[config.mk]
export PLATFORM = sky130hd
export DESIGN_NAME = bfl_align
export DESIGN_NICKNAME = d
export VERILOG_FILES = /design/src/rtl/bfl_pkg.sv /design/src/rtl/bfl_align.sv
export SDC_FILE = /design/constraint.sdc
export NUM_CORES = 1
export LEC_CHECK = 0
export ABC_CLOCK_PERIOD_IN_PS = 3000
export BUFFER_PORTS_ARGS = -buffer_cell sky130_fd_sc_hd__buf_2
export CORE_ASPECT_RATIO = 2
export CORE_UTILIZATION = 57
export CTS_CLUSTER_DIAMETER = 150
export CTS_CLUSTER_SIZE = 10
export DETAILED_ROUTE_END_ITERATION = 7
export GPL_ROUTABILITY_DRIVEN = 0
export PLACE_DENSITY = 0.86
export SYNTH_ARGS = -nofsm -noshare
export SYNTH_HDL_FRONTEND = slang
export SYNTH_SLANG_ARGS = --single-unit
[constraint.sdc]
create_clock -name clk -period 3 [get_ports clk]
set_input_delay 0.15 -clock clk [delete_from_list [all_inputs] [get_ports clk]]
set_output_delay 0.15 -clock clk [all_outputs]
set_load 0.01 [all_outputs]
[src/rtl/bfl_pkg.sv]
// Package of the best-fit buffer planner: field widths, defaults, shared types.
`default_nettype none

package bfl_pkg;

    localparam int IDX_W  = 8;
    localparam int SIZE_W = 31;
    localparam int STEP_W = 16;
    localparam int OFS_W  = 39;
    localparam int NEED_W = 32;

    localparam int POOL_DEPTH_DEF  = 256;
    localparam int ALIGN_BYTES_DEF = 64;

    typedef struct packed {
        logic [OFS_W-1:0]  ofs;
        logic [NEED_W-1:0] size;
        logic [STEP_W-1:0] freed;
    } slot_t;

    typedef struct packed {
        logic clear;
        logic issue;
    } scan_ctl_t;

endpackage

`default_nettype wire

[src/rtl/bfl_align.sv]
// Multi-cycle unit that rounds a size up to a multiple of the alignment.
`default_nettype none

module bfl_align #(
    parameter int ALIGN_BYTES = bfl_pkg::ALIGN_BYTES_DEF
) (
    input  wire logic                        clk,
    input  wire logic                        rst_n,
    input  wire logic                        start,
    input  wire logic [bfl_pkg::SIZE_W-1:0]  size,
    output logic                             done,
    output logic [bfl_pkg::NEED_W-1:0]       need
);

    localparam int NW = bfl_pkg::NEED_W;
    localparam int L  = $clog2(ALIGN_BYTES);
    localparam int SH = NW + L;
    localparam int MW = NW + 1;
    localparam int KW = L + 1;
    // Rounded-up reciprocal of the alignment, exact for any biased size below 2^NW
    localparam longint unsigned RECIP =
        ((64'd1 << SH) + 64'(ALIGN_BYTES) - 64'd1) / 64'(ALIGN_BYTES);
    localparam logic [MW-1:0] M_C  = MW'(RECIP);
    localparam logic [KW-1:0] K_C  = KW'(ALIGN_BYTES);
    localparam logic [NW-1:0] BIAS = NW'(ALIGN_BYTES - 1);

    logic              v1_reg;
    logic              v2_reg;
    logic              done_reg;
    logic [NW-1:0]     x_reg;
    logic [NW-1:0]     q_reg;
    logic [NW-1:0]     need_reg;
    logic [NW+MW-1:0]  prod;
    logic [NW+KW-1:0]  mult;

    // Quotient of the biased size, then back to bytes, one multiply per cycle
    assign prod = (NW + MW)'(x_reg) * (NW + MW)'(M_C);
    assign mult = (NW + KW)'(q_reg) * (NW + KW)'(K_C);

    always_ff @(posedge clk or negedge rst_n)
    begin
        if (!rst_n)
        begin
            v1_reg   <= 1'b0;
            v2_reg   <= 1'b0;
            done_reg <= 1'b0;
        end
        else
        begin
            v1_reg   <= start;
            v2_reg   <= v1_reg;
            done_reg <= v2_reg;
        end
    end

    always_ff @(posedge clk)
    begin
        if (start)
        begin
            x_reg <= NW'(size) + BIAS;
        end
        if (v1_reg)
        begin
            q_reg <= NW'(prod >> SH);
        end
        if (v2_reg)
        begin
            need_reg <= mult[NW-1:0];
        end
    end

    assign need = need_reg;
    assign done = done_reg;

endmodule

`default_nettype wire

==> summary by stage <==
Global routing
The pin count of the biggest net entering global routing is 28. The first-pass GRT wire length is 6.34 mm. The total overflow left after global routing is 0. The via count of the first global-routing pass is 1436. The number of antenna violations at the first check in global routing is 0. Across every metal layer, demand over resource in global routing totals 17.0%.

Setup path
Of all nets on the critical path, the largest fanout is 27. At the worst endpoint, the arrival time is 1370 ps. Data on the critical path is required at its endpoint by 2960 ps. STA classifies the critical path startpoint as a flip-flop. STA classifies the critical path endpoint as a flip-flop. The worst setup path is of the reg -> reg kind.

Synthesis
For this run, the register share of the synthesized area comes to 80.6%. The area of the mapped netlist is 3000 sq um. The proportion of synthesized flip-flops having asynchronous set or reset is 3.70%.

The library cell with the highest instance count after synthesis is edfxtp_1. Of all cell types, the one taking the most synthesized area is edfxtp_1. The yosys synthesis warning count is 0. The most used flip-flop cell after synthesis is edfxtp_1. After synthesis, the mean cell area works out to 18.5 sq um. Counting instances in the post-synthesis netlist gives the leading cell types as edfxtp_1, xnor2_1, xor2_1. The count of unique library cells instantiated by Yosys is 25. Synthesis inferred 81 register bits. Summed over its instances, the top area cell type makes up 78.1% of the synthesized netlist area.

Yosys mapped a number of flops with a built-in enable equal to 78. The number of standard cells after synthesis is 162. After synthesis, the cell types taking the most area are edfxtp_1, xnor2_1, xor2_1, dfrtp_1, nand4_1.

Routing
The detailed-route vias per instance is 5.24. The count of TritonRoute iterations in the first routing pass is 4. The routed design has 4.15 mm of wire. The remaining antenna violation count after routing is 0. The number of DRC markers after the initial detailed-route iteration is 41.

After detailed routing, the number of remaining DRC violations is 0. The total number of vias is 1547. The average detailed-routed wire length per instance is 14.1 microns.

Clock network
The source-to-sink clock delay at the later pin of the worst-skew pair is 340 ps. The TritonCTS clock tree is yes. The clock tree synthesis step divided the H-tree into 3 levels. Once the clock tree was built, the resizer swapped 0 gates to a different size. The clock drives 81 sinks. Once the clock tree was built, the setup fixing pass inserted 0 buffers. No sink is reached through more buffers than the 2 on the longest clock path. The root buffer cell chosen for the clock tree is clkbuf_8. The number of clock buffers added by TritonCTS is 9. After clock tree synthesis, the clock-pin slew on the worst setup and hold paths is 70 ps. After clock tree synthesis, the flow added hold-fix buffers numbering 1.

Place
The placed instance area is 3340 sq um. The number of buffers added on ports is 60. Detailed placement finished with a half-perimeter wire length of 2.99 mm.

Floorplan
The core outline area is 5090 sq um. The overall die area is 5570 sq um. The count of standard-cell rows is 37.

Measured along the x axis, the die boundary spans 53.3 microns. The I/O pin count is 67. The initial core utilization is 58.9%. The die extent in y is 105 microns.

Power and ir drop
The total power after layout is 2120 uW. The areal power density over the cells is 603 nW/um^2. The largest voltage drop on the vdd net is 0.000590 V. The reported leakage power is 0.00131 uW.

Flow run
The max-cap violation count is 0.

Status
The flow ran to the end, and the final reports show no timing, DRC or antenna violations.

Timing
The number of pins with negative max-slew slack in the final report is 0. Summed over all failing endpoints, the final setup total negative slack is 0 ps. The share of the cycle needed by the critical path after routing is 46.9%. The setup-violating endpoint count in the final report is 0. The routed design could run at a clock period as short as 1410 ps. The timing-limited maximum frequency is 710 MHz. At the pin with the least slew margin, the transition time is 1020 ps.

In this run the tightest slew margin relative to its limit is 31.7%. The count of final hold-check violations is 0. Setup repair after global routing left no endpoint under its margin. Across the routed clock network, the largest skew measured is 4.99 ps.

Cells and area
Cells with a size suffix above 1 make up 33.8% of the layout. The number of filler instances in the final layout is 358. Relative to the synthesized area, the layout overhead comes to 17.2%. The net count of the finished layout is 266. The design area is 3510 sq um. The repair_antennas step left the layout with diodes totalling 0.

Hold path
The tightest min-delay check is of the in -> reg type.
==> metal layers <==
layer | vias up | GRT usage, % | share of wire [%]
met5 | - | 0 | 0
met4 | 0 | 12.2 | 4.0
met3 | 15 | 4.95 | 5.5
met2 | 62 | 28.7 | 56
met1 | 716 | 16.2 | 34
li1 | 754 | - | -
==> final timing paths <==
path                           start         to  slack, ps  depth (start not counted)
max reg2reg                   v1_reg  q_reg[12]       1590                          0
min in group asynchronous      rst_n     v1_reg        170                          2
min reg2reg                x_reg[11]   q_reg[5]        420                          0
min                         size[18]  x_reg[18]        110                          2
max                           v1_reg  q_reg[12]       1590                          0
max in group asynchronous      rst_n       done       2720                          2
==> layout make-up <==
class / count / area [sq um] / share of cell area (%)
clock buffers: 10 / 128 / 3.63
clock inverters: 6 / 35.0 / 0.997
multi-input cells: 79 / 551 / 15.7
flip-flops and latches: 81 / 2420 / 68.8
well taps: 58 / 72.6 / 2.07
repair buffers: 61 / 310 / 8.83
==> cells by family after synthesis <==
group	Yosys count	share of synthesized area, %
other	1	0.125
XOR/XNOR	25	7.30
flip-flops	81	80.6
AO/OA/AOI/OAI	3	1.25
AND/OR/NAND/NOR	45	9.06
buffers and inverters	7	1.63
==> per-stage QoR <==
step                      util (%)  hold WS [ps]  cells  worst slack, ps
after floorplan                  -          -146    167             1450
after global placement        65.6         -54.4    278             1330
after detailed placement      65.6         -45.0    278             1310
after CTS                     69.0          94.2    295             1570
after global routing          69.0           106    295             1490
final                         69.0           113    295             1590
==> placed cells by master (no fill, tap or decap) <==
cell type / instances
clkinv_1: 2
dfrtp_1: 3
xnor2_1: 14
and4_1: 3
clkbuf_1: 1
nand3_1: 7
nor3_1: 5
nor2_1: 1
dlygate4sd3_1: 1
and2_1: 3
xor2_1: 11
or4_4: 1
o211a_4: 1
o21a_1: 1
clkinv_2: 1
nand4_1: 8
or2_2: 1
and4_4: 1
and3_2: 1
and4b_1: 1
o211ai_2: 1
buf_2: 60
nand2_1: 7
clkinvlp_4: 3
edfxtp_1: 78
conb_1: 6
and3_1: 4
clkbuf_8: 9
or2_4: 1
nor4_1: 1
==> power by group <==
group	switching (uW)	total, uW	internal [uW]
clock network	348	641	293
registers	33.4	1370	1340
logic	59.1	104	44.7
total	441	2120	1680
Power figures use the tool's default switching activity.
