File: config.mk
export PLATFORM = sky130hd
export DESIGN_NAME = bfl_best_sel
export DESIGN_NICKNAME = d
export VERILOG_FILES = /design/src/rtl/bfl_pkg.sv /design/src/rtl/bfl_best_sel.sv
export SDC_FILE = /design/constraint.sdc
export NUM_CORES = 1
export LEC_CHECK = 0
export BUFFER_PORTS_ARGS = -buffer_cell sky130_fd_sc_hd__buf_2
export CAP_MARGIN = 10
export CORE_ASPECT_RATIO = 0.8
export CORE_MARGIN = 1
export CORE_UTILIZATION = 30
export CTS_CLUSTER_DIAMETER = 120
export DETAILED_ROUTE_END_ITERATION = 12
export GPL_TIMING_DRIVEN = 0
export PLACE_DENSITY = 0.62
export SYNTH_ARGS = -nofsm -noshare
export SYNTH_HDL_FRONTEND = slang
export SYNTH_SLANG_ARGS = --single-unit
File: constraint.sdc
create_clock -name clk -period 14.6 [get_ports clk]
set_input_delay 0.73 -clock clk [delete_from_list [all_inputs] [get_ports clk]]
set_output_delay 0.73 -clock clk [all_outputs]
set_load 0.05 [all_outputs]
File: src/rtl/bfl_pkg.sv
// Package of the best-fit buffer planner: field widths, defaults, shared types.
`default_nettype none

package bfl_pkg;

    localparam int IDX_W  = 8;
    localparam int SIZE_W = 31;
    localparam int STEP_W = 16;
    localparam int OFS_W  = 39;
    localparam int NEED_W = 32;

    localparam int POOL_DEPTH_DEF  = 256;
    localparam int ALIGN_BYTES_DEF = 64;

    typedef struct packed {
        logic [OFS_W-1:0]  ofs;
        logic [NEED_W-1:0] size;
        logic [STEP_W-1:0] freed;
    } slot_t;

    typedef struct packed {
        logic clear;
        logic issue;
    } scan_ctl_t;

endpackage

`default_nettype wire

File: src/rtl/bfl_best_sel.sv
// Best-fit tracker: compares each slot read from the pool against the best so far.
`default_nettype none

module bfl_best_sel #(
    parameter int POOL_DEPTH = bfl_pkg::POOL_DEPTH_DEF
) (
    input  wire logic                           clk,
    input  wire logic                           rst_n,
    input  wire bfl_pkg::scan_ctl_t             ctl,
    input  wire logic [$clog2(POOL_DEPTH)-1:0]  raddr,
    input  wire bfl_pkg::slot_t                 rdata,
    input  wire logic [bfl_pkg::NEED_W-1:0]     need,
    input  wire logic [bfl_pkg::STEP_W-1:0]     first_step,
    output logic                                found,
    output logic [$clog2(POOL_DEPTH)-1:0]       best_idx,
    output logic [bfl_pkg::OFS_W-1:0]           best_ofs
);

    localparam int AW = $clog2(POOL_DEPTH);

    logic                        vld_reg;
    logic [AW-1:0]               idx_reg;
    logic                        found_reg;
    logic [AW-1:0]               best_idx_reg;
    logic [bfl_pkg::NEED_W-1:0]  best_size_reg;
    logic [bfl_pkg::OFS_W-1:0]   best_ofs_reg;
    logic                        hit;

    // Strictly smaller wins, so the earliest slot keeps a size tie
    assign hit = vld_reg && (rdata.freed < first_step) && (rdata.size >= need) &&
                 (!found_reg || (rdata.size < best_size_reg));

    always_ff @(posedge clk or negedge rst_n)
    begin
        if (!rst_n)
        begin
            vld_reg   <= 1'b0;
            found_reg <= 1'b0;
        end
        else if (ctl.clear)
        begin
            vld_reg   <= 1'b0;
            found_reg <= 1'b0;
        end
        else
        begin
            vld_reg <= ctl.issue;
            if (hit)
            begin
                found_reg <= 1'b1;
            end
        end
    end

    always_ff @(posedge clk)
    begin
        idx_reg <= raddr;
        if (hit)
        begin
            best_idx_reg  <= idx_reg;
            best_size_reg <= rdata.size;
            best_ofs_reg  <= rdata.ofs;
        end
    end

    assign found    = found_reg;
    assign best_idx = best_idx_reg;
    assign best_ofs = best_ofs_reg;

endmodule

`default_nettype wire

==> results.sh, run 1 <==
export IMPL_r2r_start="best_size_reg[1]"
export IMPL_fin_area_um2=6140
export IMPL_ys_seq_elements=89
export IMPL_place_area_um2=5840
export IMPL_synth_edff_count=79
export IMPL_synth_top_area_share_pct=51.8
export IMPL_cts_max_level=3
export IMPL_fin_cells=769
export IMPL_max_cap_violations=0
export IMPL_synth_flop_cell="edfxtp_1"
export IMPL_power_uw=608
export IMPL_drive_above_1_share_pct=38.3
export IMPL_synth_avg_cell_area_um2=12.5
export IMPL_synth_top_area_cell="edfxtp_1"
export IMPL_overflow=0
export IMPL_gp_congestion=0.753
export IMPL_routed_wl_um=10600
export IMPL_comb_power_share_pct=14.3
export IMPL_clkTransAtPathRegs_ps=60
export IMPL_tns_ps=0
export IMPL_fmax_mhz=306
export IMPL_syn_nets=593
export IMPL_synth_top_family_by_area="adder cells"
export IMPL_finalSetupViolCount=0
export IMPL_ys_seq_area_share_pct=56.3
export IMPL_largest_reg_flops=39
export IMPL_fin_nets=800
export IMPL_ys_warn_count=0
export IMPL_slew_viol_final=0
export IMPL_hold_viol=0
export IMPL_syn_to_final_growth_pct=34.1
export IMPL_startpoint_type="input port"
export IMPL_worst_pin_slew_ps=797
export IMPL_cp_cell_sequence="buf_2, ha_1, o21ai_0, a21oi_1, o311ai_0, o211ai_1, a211o_2, a21oi_4, buf_12"
export IMPL_grt_total_usage_pct=14.0
export IMPL_hold_buffers=0
export IMPL_outcome="completed"
export IMPL_p_int_uw=458
export IMPL_sequentialPowerShare_pct=47.3
export IMPL_ant_nets=0
export IMPL_ctsResizeCount=0
export IMPL_dr_pass1_iters=4
export IMPL_finalClockSkew_ps=7.36
export IMPL_post_route_drc_count=0
export IMPL_core_area_um2=15000
export IMPL_cts_buffers=9
export IMPL_yosys_mux_area_fraction_pct=0
export IMPL_crit_buf_inv=2
export IMPL_grt_pass1_wl_um=16600
export IMPL_dp_hpwl_um=8880
export IMPL_drt_wirelength_per_cell_um=13.8
export IMPL_post_cts_buffers=0
export IMPL_via_per_inst=4.50
export IMPL_crit_path_end_kind="flop"
export IMPL_antenna_found_initial=1
export IMPL_clockBufferDepth=2
export IMPL_io_pins=195
export IMPL_num_rows=40
export IMPL_p_sw_uw=150
export IMPL_io_buffer_count=194
export IMPL_path_max_fanout=32
export IMPL_post_route_period_util_pct=22.4
export IMPL_power_frac_clock_pct=38.4
export IMPL_grt_pass1_vias=3382
export IMPL_slowest_stage="a21oi_4"
export IMPL_switching_share_pct=24.7
export IMPL_ys_top_cells_by_count="81 x inv_1, 79 x edfxtp_1, 78 x ha_1"
export IMPL_fp_dieW_um=140
export IMPL_synthArstFlopShare_pct=2.25
export IMPL_synth_cells=368
export IMPL_cts_root_buf="clkbuf_16"
export IMPL_netlist_area_um2=4580
export IMPL_hp_class="in -> async"
export IMPL_ys_types=40
export IMPL_cts_tree="done"
export IMPL_required_ps=14630
export IMPL_yosysMostFrequentCell="inv_1"
export IMPL_clock_latency_ps=340
export IMPL_vias=3460
export IMPL_synth_compound_area_share_pct=9.34
export IMPL_place_inst=753
export IMPL_crit_arrival_ps=3300
export IMPL_p_leak_nw=3.01
export IMPL_yosys_area_share_simple_pct=6.39
export IMPL_fin_util_pct=41.1
export IMPL_clkSinkCount=89
export IMPL_nFillCells=1439
export IMPL_fp_dieArea_um2=15800
export IMPL_start_util_pct=30.6
export IMPL_synthAdderAreaFrac_pct=21.3
export IMPL_period_minus_slack_ps=3270
export IMPL_max_vdd_ir_drop_mv=0.0445
export IMPL_grt_max_degree=33
export IMPL_crit_start="rdata[17]"
export IMPL_cp_top_family="compound AO/OA/AOI/OAI gates"
export IMPL_slew_headroom_pct=46.8
export IMPL_powerDensity_nw_per_um2=99.0
export IMPL_worstSetupPathType="in -> reg"
export IMPL_drtIter0Drc=139
export IMPL_rsz0062_at_grt="no"
export IMPL_num_antenna_cells=0
export IMPL_max_stage_delay_ps=660
export IMPL_die_h_um=113
export IMPL_synth_xor_area_share_pct=0
export IMPL_ys_top_cells_by_area="edfxtp_1 52%, ha_1 21%, inv_1 6.6%"
power by group through the flow:
stage	Sequential [mW]	Clock, mW	Combinational (mW)
2_1_floorplan	0.307	0	0.0355
3_3_place_gp	0.295	0	0.0826
3_5_place_dp	0.294	0	0.0884
4_1_cts	0.288	0.242	0.0889
5_1_grt	0.288	0.249	0.0988
6_report	0.288	0.233	0.0870
cell usage in the layout, fill, tap and decap left out, types with 6 or more instances in the layout:
cell type,instances
buf_2,194
nand4_1,6
edfxtp_1,79
o21ai_0,8
inv_1,81
ha_1,78
nand2_1,19
nor2_1,8
clkbuf_16,9
dfxtp_1,8
a21oi_1,28
layout make-up:
class                   count  area (um^2)  share of cell area (%)
inverters                  81          304                    4.95
repair buffers            196         1010                    16.5
flip-flops and latches     89         2580                    42.0
clock inverters             6         73.8                    1.20
multi-input cells         198         1710                    27.8
clock buffers              10          229                    3.73
well taps                 189          236                    3.85
layer usage:
metal	vias up	part of all wire (%)	track usage, %
met4	2	2.0	6.15
met1	1552	44	16.2
li1	1738	-	-
met5	-	0.16	0
met2	151	46	23.5
met3	17	8.1	4.82
cells by family (layout without fill, tap and decap cells):
family / after synthesis / count (layout)
adder cells (fa/ha/maj): 78 / 78
AO/OA/AOI/OAI: 65 / 65
flip-flops: 89 / 89
AND/OR/NAND/NOR: 55 / 55
buffers and inverters: 81 / 293
final timing paths:
check	to	slack, ps	cells past startpoint
worst min-delay path	found	170	1
max in group asynchronous	vld_reg	14340	1
worst min register to register	best_idx[0]	400	0
worst max-delay path	best_ofs[12]	11330	9
min in group clk	best_idx[0]	400	0
worst max register to register	best_ofs[12]	11490	9
through the flow:
| step | hold WS (ps) | worst slack (ps) |
|---|---|---|
| floorplan | 386 | 8130 |
| global placement | 386 | 6180 |
| detailed placement | 390 | 10910 |
| CTS | 148 | 11250 |
| global route | 150 | 11130 |
| finish | 166 | 11330 |
Power figures use the tool's default switching activity.
==> inputs of run 2 (changes only) <==
--- a/config.mk
+++ b/config.mk
@@ -5,6 +5,7 @@
 export SDC_FILE = /design/constraint.sdc
 export NUM_CORES = 1
 export LEC_CHECK = 0
+export ABC_AREA = 1
 export BUFFER_PORTS_ARGS = -buffer_cell sky130_fd_sc_hd__buf_2
 export CAP_MARGIN = 10
 export CORE_ASPECT_RATIO = 0.8
@@ -13,7 +14,7 @@
 export CTS_CLUSTER_DIAMETER = 120
 export DETAILED_ROUTE_END_ITERATION = 12
 export GPL_TIMING_DRIVEN = 0
-export PLACE_DENSITY = 0.62
+export PLACE_DENSITY = 0.63
 export SYNTH_ARGS = -nofsm -noshare
 export SYNTH_HDL_FRONTEND = slang
 export SYNTH_SLANG_ARGS = --single-unit
==> constraint.sdc (replaced) <==
create_clock -name clk -period 2.8 [get_ports clk]
set_input_delay 0.14 -clock clk [delete_from_list [all_inputs] [get_ports clk]]
set_output_delay 0.14 -clock clk [all_outputs]
set_load 0.05 [all_outputs]
==> results.sh, run 2 <==
export IMPL_ys_types=26
export IMPL_ys_seq_elements=89
export IMPL_overflow=0
export IMPL_ys_warn_count=0
export IMPL_post_route_drc_count=0
export IMPL_start_util_pct=31.0
export IMPL_period_minus_slack_ps=2410
export IMPL_clockBufferDepth=2
export IMPL_num_rows=40
export IMPL_synth_avg_cell_area_um2=10.9
export IMPL_fp_dieArea_um2=16100
export IMPL_tns_ps=0
export IMPL_die_h_um=114
export IMPL_worstSetupPathType="in -> reg"
export IMPL_reg2reg_depth=13
export IMPL_nFillCells=1479
export IMPL_grt_max_degree=30
export IMPL_register_area_um2=2580
export IMPL_p_leak_nw=3.44
export IMPL_max_cap_violations=0
export IMPL_vias=3711
export IMPL_clock_latency_ps=340
export IMPL_powerDensity_nw_per_um2=473
export IMPL_multi_input_area_um2=1760
export IMPL_crit_arrival_ps=2450
export IMPL_routed_wl_um=10600
export IMPL_cts_tree="done"
export IMPL_ant_nets=0
export IMPL_crit_path_end_kind="flop"
export IMPL_drt_wirelength_per_cell_um=11.7
export IMPL_via_per_inst=4.08
export IMPL_grt_total_usage_pct=13.7
export IMPL_r2r_start="best_size_reg[5]"
export IMPL_ys_top_cells_by_area="edfxtp_1 51%, ha_1 21%, inv_1 7.2%"
export IMPL_max_vdd_ir_drop_mv=0.248
export IMPL_startpoint_type="input port"
export IMPL_fin_util_pct=45.3
export IMPL_fmax_mhz=414
export IMPL_worst_pin_slew_ps=454
export IMPL_synth_edff_count=79
export IMPL_fin_nets=920
export IMPL_clkSinkCount=89
export IMPL_rsz0062_at_grt="no"
export IMPL_r2r_slack_ps=520
export IMPL_synthArstFlopShare_pct=2.25
export IMPL_ys_top_cells_by_count="90 x inv_1, 79 x edfxtp_1, 78 x ha_1"
export IMPL_synth_top_area_share_pct=50.6
export IMPL_num_antenna_cells=0
export IMPL_fp_dieW_um=142
export IMPL_synth_flop_cell="edfxtp_1"
export IMPL_holdPathStages=1
export IMPL_clkTransAtPathRegs_ps=70
export IMPL_dr_pass1_iters=4
export IMPL_ys_seq_area_share_pct=55.1
export IMPL_antenna_found_initial=0
export IMPL_layout_commonest_cell="buf_2"
export IMPL_layout_common_cells="194 x buf_2, 90 x inv_1, 79 x edfxtp_1"
export IMPL_gp_congestion=0.765
export IMPL_synth_top_area_cell="edfxtp_1"
export IMPL_core_area_um2=15100
export IMPL_finalSetupViolCount=0
export IMPL_slew_headroom_pct=69.6
export IMPL_slew_viol_final=0
export IMPL_cts_max_level=3
export IMPL_hp_start="rdata[30]"
export IMPL_drive_above_1_share_pct=33.1
export IMPL_syn_nets=655
export IMPL_hold_viol=0
export IMPL_netlist_area_um2=4680
export IMPL_min_to="best_size_reg[14]"
export IMPL_required_ps=2840
export IMPL_dp_hpwl_um=8070
export IMPL_hp_class="in -> reg"
export IMPL_path_max_fanout=27
export IMPL_synth_cells=430
export IMPL_drtIter0Drc=115
export IMPL_io_pins=195
export IMPL_yosysMostFrequentCell="inv_1"
export IMPL_post_route_period_util_pct=86.2
export IMPL_grt_pass1_wl_um=17000
export IMPL_finalClockSkew_ps=6.60
export IMPL_r2r_end="best_ofs[26]"
export IMPL_syn_to_final_growth_pct=46.1
export IMPL_cts_root_buf="clkbuf_16"
export IMPL_cts_buffers=9
export IMPL_outcome="completed"
export IMPL_io_buffer_count=194
export IMPL_grt_pass1_vias=3700
export IMPL_largest_reg_flops=39
run 2: final cells by class:
| cell class | instances | area share [%] |
|---|---|---|
| Tap cell | 210 | 3.84 |
| Multi-Input combinational cell | 244 | 25.8 |
| Clock inverter | 7 | 1.01 |
| Clock buffer | 9 | 3.29 |
| Inverter | 98 | 5.37 |
| Timing Repair Buffer | 253 | 23.0 |
| Sequential cell | 89 | 37.7 |
run 2: logic make-up (layout without fill, tap and decap cells):
family,Yosys count,in the layout,share of synthesized area (%)
AOI/OAI and AO/OA,51,52,5.88
adders and majority gates,78,78,20.8
buffers and inverters,98,367,7.85
DFF,89,89,55.1
and+or+nand+nor,114,114,10.3
run 2: layer usage:
metal / up-vias / GRT usage, % / part of all wire (%)
met5: - / 0 / 0
met4: 0 / 6.02 / 2.4
met3: 21 / 3.36 / 4.8
met2: 114 / 23.5 / 48
met1: 1616 / 16.3 / 45
li1: 1960 / - / -
run 2: through the flow:
| stage | worst slack (ps) | cells | total power, mW | hold WS [ps] | area (um^2) |
|---|---|---|---|---|---|
| floorplan | -131 | 430 | 1.81 | -156 | 4700 |
| global placement | -1030 | 834 | 1.99 | -71.7 | 5930 |
| detailed placement | -41.8 | 836 | 2.00 | -67.6 | 5970 |
| CTS | 51.8 | 907 | 3.29 | 0.0980 | 6820 |
| global route | 117 | 910 | 3.40 | 6.59 | 6850 |
| finish | 387 | 910 | 3.24 | 19.1 | 6850 |
run 2: how the worst max path moves through the flow:
stage,from,to,slack (ps),cells after the start
6_report,rdata[29],best_ofs[26],390,16
5_1_grt,rdata[29],best_ofs[23],120,16
4_1_cts,rdata[29],best_ofs[7],50,15
3_5_place_dp,best_size_reg[5],best_ofs[11],-40,12
3_3_place_gp,best_size_reg[5],best_ofs[32],-1030,11
2_1_floorplan,best_size_reg[5],best_idx[0],-130,11
run 2: power by group:
group / switching, mW / total (mW) / internal, mW
Combinational: 0.289 / 0.532 / 0.243
Clock: 0.511 / 1.20 / 0.692
Sequential: 0.00984 / 1.50 / 1.49
Total: 0.810 / 3.24 / 2.43
run 2: worst max-delay path: stages:
cell and delay, ps:
dlygate4sd3_1 530, buf_2 140, ha_1 290, nand2_1 60, nor2_2 100, and2_1 140, nand2_1 50, clkinv_1 40
nand2_1 50, nand2_1 90, nand2_1 60, nand2_1 60, nand2_1 150, a21oi_4 160, buf_4 170, buf_12 190
run 2: timing repair:
item | 4_1_cts | 5_1_grt
hold endpoints to repair | 55 | 0
gates cloned | 1 | 0
resized for setup | 0 | 1
hold buffers | 54 | 0
endpoints found under the setup margin | 56 | 68
setup buffers | 0 | 3
pin swaps | 1 | 0
